### src/design/ps2s1_pkg.sv
// ----------------------------------------------------------------------------
// ps2s1_pkg
// types and code constants shared by the ps/2 set-1 scancode decoder
// ----------------------------------------------------------------------------
package ps2s1_pkg;

  // prefix tracking state
  typedef enum logic [1:0] {
    PFX_IDLE = 2'd0,
    PFX_E0   = 2'd1,
    PFX_E1_A = 2'd2,
    PFX_E1_B = 2'd3
  } pfx_state_t;

  // prefix and special bytes
  localparam logic [7:0] CODE_E0          = 8'hE0;
  localparam logic [7:0] CODE_E1          = 8'hE1;
  localparam logic [7:0] CODE_FAKE_SHIFT_MAKE  = 8'h2A;
  localparam logic [7:0] CODE_FAKE_SHIFT_BREAK = 8'hAA;
  localparam int unsigned BREAK_BIT      = 7;

  // make codes with a role in the decoder
  localparam logic [6:0] KEYC_LEFT_CTRL = 7'h1D;
  localparam logic [6:0] KEYC_LEFT_ALT  = 7'h38;
  localparam logic [6:0] KEYC_NUM_LOCK  = 7'h45;
  localparam logic [6:0] KEYC_CAPS_LOCK = 7'h3A;
  localparam logic [6:0] KEYC_DELETE    = 7'h53;

  // one decoded key event
  typedef struct packed {
    logic       reboot_request;
    logic [2:0] led_value;
    logic       caps_lock_on;
    logic       num_lock_on;
    logic       is_press;
    logic [6:0] key_code;
    logic       is_extended;
  } key_event_t;

endpackage

### src/design/ps2s1_decode.sv
// ----------------------------------------------------------------------------
// ps2s1_decode
// prefix state machine, lock flags and modifier tracking for one byte a cycle while take is high
// ----------------------------------------------------------------------------
module ps2s1_decode
  import ps2s1_pkg::*;
(
  input  logic       clk,
  input  logic       rst_n,
  input  logic       take,        // byte is consumed this cycle
  input  logic [7:0] scan_byte,
  output logic       emit,        // byte completes a key code
  output key_event_t ev
);

  pfx_state_t pfx_r, pfx_nxt;
  logic       num_lock_r, num_lock_nxt;
  logic       caps_lock_r, caps_lock_nxt;
  logic       lctrl_r, lctrl_nxt;
  logic       lalt_r, lalt_nxt;

  logic       ext;
  logic       press;
  logic [6:0] code;
  logic       is_fake_shift;

  assign code          = scan_byte[6:0];
  assign press         = ~scan_byte[BREAK_BIT];
  assign is_fake_shift = (scan_byte == CODE_FAKE_SHIFT_MAKE) ||
                         (scan_byte == CODE_FAKE_SHIFT_BREAK);

  // next prefix state
  always_comb begin
    pfx_nxt = pfx_r;
    unique case (pfx_r)
      PFX_IDLE: begin
        if (scan_byte == CODE_E0) begin
          pfx_nxt = PFX_E0;
        end else if (scan_byte == CODE_E1) begin
          pfx_nxt = PFX_E1_A;
        end else begin
          pfx_nxt = PFX_IDLE;
        end
      end
      PFX_E0:   pfx_nxt = PFX_IDLE;
      PFX_E1_A: pfx_nxt = PFX_E1_B;
      PFX_E1_B: pfx_nxt = PFX_IDLE;
      default:  pfx_nxt = PFX_IDLE;
    endcase
  end

  // outputs of the prefix state machine
  always_comb begin
    emit = 1'b0;
    ext  = 1'b0;
    unique case (pfx_r)
      PFX_IDLE: emit = (scan_byte != CODE_E0) && (scan_byte != CODE_E1);
      PFX_E0: begin
        emit = ~is_fake_shift;
        ext  = 1'b1;
      end
      PFX_E1_A: emit = 1'b0;
      PFX_E1_B: emit = 1'b0;
      default:  emit = 1'b0;
    endcase
  end

  // only left ctrl and left alt of the key-down table are ever read back,
  // so the rest of the table is not kept
  always_comb begin
    num_lock_nxt  = num_lock_r;
    caps_lock_nxt = caps_lock_r;
    lctrl_nxt     = lctrl_r;
    lalt_nxt      = lalt_r;
    if (emit && !ext) begin
      if (code == KEYC_LEFT_CTRL) lctrl_nxt = press;
      if (code == KEYC_LEFT_ALT)  lalt_nxt  = press;
      if (press && code == KEYC_NUM_LOCK)  num_lock_nxt  = ~num_lock_r;
      if (press && code == KEYC_CAPS_LOCK) caps_lock_nxt = ~caps_lock_r;
    end
  end

  always_comb begin
    ev.is_extended    = ext;
    ev.key_code       = code;
    ev.is_press       = press;
    ev.num_lock_on    = num_lock_nxt;
    ev.caps_lock_on   = caps_lock_nxt;
    ev.led_value      = {caps_lock_nxt, num_lock_nxt, 1'b0};
    ev.reboot_request = ext && press && (code == KEYC_DELETE) && lctrl_r && lalt_r;
  end

  always_ff @(posedge clk) begin
    if (!rst_n) begin
      pfx_r       <= PFX_IDLE;
      num_lock_r  <= 1'b1;
      caps_lock_r <= 1'b0;
      lctrl_r     <= 1'b0;
      lalt_r      <= 1'b0;
    end else if (take) begin
      pfx_r       <= pfx_nxt;
      num_lock_r  <= num_lock_nxt;
      caps_lock_r <= caps_lock_nxt;
      lctrl_r     <= lctrl_nxt;
      lalt_r      <= lalt_nxt;
    end
  end

endmodule

### src/design/ps2_set1_scancode_decoder.sv
// ----------------------------------------------------------------------------
// ps2_set1_scancode_decoder
// ps/2 scan code set 1 byte stream to key event stream
// ----------------------------------------------------------------------------
// path: a byte lands in the input register at the transfer, then is decoded
//   into the result register, which drives out_tvalid
// throughput: one byte per cycle while the output is not stalled, set by the
//   single decode pass between the two registers; prefix and dropped bytes leave no result
// reset: synchronous on rst_n low; prefix state idle, num lock on, caps lock
//   off, no key held, both pipeline registers empty
// ----------------------------------------------------------------------------
module ps2_set1_scancode_decoder
  import ps2s1_pkg::*;
(
  input  logic        clk,
  input  logic        rst_n,
  // input byte stream
  input  logic        in_tvalid,
  output logic        in_tready,
  input  logic [7:0]  in_tdata,   // [7:0] scan_byte
  // key event stream
  output logic        out_tvalid,
  input  logic        out_tready,
  output logic [15:0] out_tdata   // [0] is_extended, [7:1] key_code, [8] is_press,
                                  // [9] num_lock_on, [10] caps_lock_on,
                                  // [13:11] led_value, [14] reboot_request, [15] zero
);

  // input register
  logic       in_valid_r, in_valid_nxt;
  logic [7:0] in_byte_r;

  // result register
  logic       out_valid_r, out_valid_nxt;
  key_event_t out_event_r;

  logic       emit;
  key_event_t ev;
  logic       out_free;   // result register can take a new event
  logic       consume;    // byte in the input register is used up
  logic       in_xfer;

  assign out_free = !out_valid_r || out_tready;
  // a byte that makes no event never waits on the output side
  assign consume  = in_valid_r && (!emit || out_free);
  assign in_tready = !in_valid_r || consume;
  assign in_xfer  = in_tvalid && in_tready;

  assign in_valid_nxt  = (in_valid_r && !consume) || in_xfer;
  assign out_valid_nxt = (out_valid_r && !out_tready) || (consume && emit);

  ps2s1_decode u_decode (
    .clk       (clk),
    .rst_n     (rst_n),
    .take      (consume),
    .scan_byte (in_byte_r),
    .emit      (emit),
    .ev        (ev)
  );

  always_ff @(posedge clk) begin
    if (!rst_n) begin
      in_valid_r  <= 1'b0;
      out_valid_r <= 1'b0;
    end else begin
      in_valid_r  <= in_valid_nxt;
      out_valid_r <= out_valid_nxt;
    end
  end

  // payload registers, no reset needed
  always_ff @(posedge clk) begin
    if (in_xfer) begin
      in_byte_r <= in_tdata;
    end
    if (consume && emit) begin
      out_event_r <= ev;
    end
  end

  assign out_tvalid = out_valid_r;
  assign out_tdata  = {1'b0, out_event_r};

endmodule

### config.mk
export PLATFORM = sky130hd
export DESIGN_NAME = ps2_set1_scancode_decoder
export DESIGN_NICKNAME = d
export VERILOG_FILES = /design/src/design/ps2s1_pkg.sv /design/src/design/ps2s1_decode.sv /design/src/design/ps2_set1_scancode_decoder.sv
export SDC_FILE = /design/constraint.sdc
export NUM_CORES = 1
export LEC_CHECK = 0
export ABC_AREA = 1
export BUFFER_PORTS_ARGS = -buffer_cell sky130_fd_sc_hd__buf_2
export CAP_MARGIN = 20
export CELL_PAD_IN_SITES_DETAIL_PLACEMENT = 2
export CELL_PAD_IN_SITES_GLOBAL_PLACEMENT = 2
export CORE_UTILIZATION = 33
export CTS_BUF_LIST = sky130_fd_sc_hd__clkbuf_8
export DETAILED_ROUTE_END_ITERATION = 8
export PLACE_DENSITY = 0.78
export SYNTH_ARGS = -nofsm -noshare
export SYNTH_HDL_FRONTEND = slang
export SYNTH_SLANG_ARGS = --single-unit
### constraint.sdc
create_clock -name clk -period 1.9 [get_ports clk]
set_input_delay 0.19 -clock clk [delete_from_list [all_inputs] [get_ports clk]]
set_output_delay 0.19 -clock clk [all_outputs]
set_load 0.01 [all_outputs]
==> key figures <==
Status
  – Outcome: completed

Routing
  – Detailed router's first-iteration violation count: 18
  – Final ANT Viol Nets: 0
  – # DRC: 0
  – DR WL/cell: 16.36 um
  – Vias post-DR: 1009
  – Routed Wire Length: 3485 um
  – Vias/cell: 4.737
  – Drt first pass iters: 4

Global route
  – Vias in the first global route: 1110
  – Largest net degree at the start of global routing: 16
  – Gr usage total: 17.55%
  – First-pass GRT wire length: 5319 um
  – Initial antenna violation count: 0
  – Grt ovf: 0

Clocking
  – Clock Sinks: 28
  – CTS Buf Count: 3
  – Number of H-tree levels: 1
  – Clock latency at the later pin of the worst-skew pair: 270 ps
  – Clk buf depth: 2
  – Clock transition at path regs: 90 ps
  – CTS Root Cell: clkbuf_8
  – TritonCTS clock tree: yes

Layout
  – Diode count: 0
  – NumNets Final: 180
  – Post-route cell area: 0.001604 mm^2
  – Fill count: 387
  – Layout area overhead: 28.72%
  – Max reg flops: 12
  – Share of cells above drive strength 1: 41.32%
  – Seq. cell area: 760.7 um^2
  – Footprint of the multi-input gates: 410.4 um^2

Power and ir drop
  – Pwr per Cell Area: 718.4 mW/mm^2
  – Int Pwr: 0.8847 mW
  – Sw power: 0.2676 mW
  – Clk pwr share: 27.6%
  – Sequential power share: 60.8%
  – Switching share of power: 23.22%
  – Combinational power share: 11.6%
  – Leakage dissipation: 0.6826 nW
  – Worst VDD drop: 0.3535 mV
  – Total Power: 1.152 mW

Logic synthesis
  – Sequential-to-total area share from yosys stat: 61.04%
  – Yosys top cell area share: 48.19%
  – Largest area contributor in the netlist: edfxtp_1
  – Most common library cells after synthesis: 20 x edfxtp_1, 19 x nand2_1, 14 x inv_1, 14 x nor2_1, 8 x dfxtp_1
  – Syn Area/Cell: 9.970 um^2
  – Post-synthesis cell area: 0.001246 mm^2
  – Most common cell in the netlist: edfxtp_1
  – Ys flop type: edfxtp_1
  – Mapped Cells: 125
  – Fraction of registers with async set/reset: 0%
  – Synth area leaders: edfxtp_1 48%, dfxtp_1 13%, nand2_1 5.7%
  – Number of enable flip-flop cells after synthesis: 20
  – Synth warnings: 0
  – Yosys cell types: 26
  – Yosys reg bits: 28

STA
  – Tcrit/Tclk final: 96.32%
  – Count of final setup violators: 0
  – Max Slew Vio Count: 0
  – TNS Setup: 0 ps
  – Max frequency: 0.5464 GHz
  – RSZ-0062 raised after global routing: true
  – Min Tclk post-route: 1830 ps
  – Final Skew: 0.9853 ps
  – Hold Fails Final Rpt: 0

Placed design
  – Routability cong.: 0.8382
  – PortBufs: 27
  – Cell Area, Placed: 0.001448 mm^2
  – Final HPWL DP: 2501 um

Die
  – Die Height: 63.45 um
  – # rows: 21
  – Die Footprint: 0.004026 mm^2
  – Number of I/O pins: 30
  – Initial Utilization: 35.93%
  – Die X: 63.45 um
  – Core area: 0.003468 mm^2

Critical path
  – Worst flop-to-flop path startpoint: in_byte_r[6]
  – Buf+Inv Stages, Crit Path: 2
  – R2R depth: 10
  – Reg-to-reg critical path endpoint: out_tdata[12]
  – Startpoint types: flip-flop
  – Worst Path Required: 1930 ps
  – Worst-path cell chain: nand2_1, nor2_4, nand2_2, nand2_2, buf_4, nor3_4, inv_1, nor2_1, nand2_1, and2_1
  – Flop-to-flop setup slack: 70 ps
  – CP top delay family: simple AND/OR/NAND/NOR gates
  – CP max-delay cell: edfxtp_1
  – Data arrival, critical path: 1860 ps
  – Crit path kind: reg2reg
  – CP endpoint kind: flip-flop
  – Worst stage delay on the critical path: 420 ps
  – Worst-path maximum fanout: 4

Hold path
  – WHS Endpoint: in_byte_r[7]
  – Min-delay worst type: in2reg
  – Worst Hold Launch: in_tdata[7]
  – WHS Path Cells: 1

Flow run
  – Maxcap violations: 0
worst max-delay path by stage:
stage | end | cells after the start | slack, ps | startpoint
final | out_tdata[12] | 10 | 70 | in_byte_r[6]
after global placement | in_byte_r[2] | 9 | 50 | in_byte_r[4]
after CTS | out_tdata[12] | 12 | 10 | in_byte_r[1]
after global routing | out_tdata[12] | 12 | -50 | in_byte_r[2]
after detailed placement | in_byte_r[3] | 9 | -10 | in_byte_r[4]
after floorplan | in_byte_r[0] | 9 | 250 | in_byte_r[1]
power by group through the flow:
stage                     Clock, mW  Sequential, mW  Combinational [mW]
final                         0.317           0.701               0.134
after global routing          0.359           0.705               0.146
after CTS                     0.332           0.701               0.122
after detailed placement          0           0.718               0.109
after global placement            0           0.715               0.105
after floorplan                   0           0.720              0.0564
what timing repair did:
| item | CTS | global route |
|---|---|---|
| setup endpoints to repair | 21 | 24 |
| cloned | 0 | 0 |
| pin swaps | 0 | 3 |
| setup buffers | 5 | 6 |
| resized for setup | 1 | 7 |
| hold buffers | 0 | 0 |
layer usage:
layer	up-vias	GRT usage, %	wire (um)
li1	487	-	-
met1	504	20.67	1457
met2	14	32.71	1923
met3	4	2.174	69
met4	0	5.114	34
met5	-	0	0
area by class of cell:
| cell class | instances | share of cell area (%) |
|---|---|---|
| clock buffers | 3 | 2.574 |
| inverters | 20 | 4.836 |
| well taps | 46 | 3.588 |
| multi-input cells | 74 | 25.59 |
| repair buffers | 41 | 15.76 |
| flip-flops and latches | 28 | 47.43 |
| clock inverters | 1 | 0.2340 |
per-stage QoR:
stage	setup slack [ps]	util [%]	std cells	hold slack [ps]
2_1_floorplan	248.6	-	126	288.9
3_3_place_gp	46.23	41.74	198	367.6
3_5_place_dp	-11.47	41.74	198	371.9
4_1_cts	11.46	44.12	207	85.38
5_1_grt	-52.02	46.25	213	78.57
6_report	69.95	46.25	213	91.98
layout by cell type (no fill, tap or decap), types with 2 or more instances in the layout:
cell,count
o21ai_0,3
edfxtp_1,20
inv_2,6
clkbuf_8,3
nand2_2,8
nor2_1,13
nor3_1,2
inv_1,13
nand3_1,5
dfxtp_1,8
conb_1,2
a21oi_1,4
buf_2,27
nand2_1,17
nor2_2,3
nand4_1,4
buf_4,13
cells by family (layout without fill, tap and decap cells):
| family | after synthesis | in the layout | synth area share [%] |
|---|---|---|---|
| other cells | 1 | 2 | 0.3009 |
| simple gates | 62 | 62 | 25.50 |
| flops | 28 | 28 | 61.04 |
| buf+inv | 24 | 65 | 8.635 |
| compound gates | 9 | 9 | 3.815 |
| xor+xnor | 1 | 1 | 0.7029 |
Note: power is estimated with default switching activity, not from simulation.
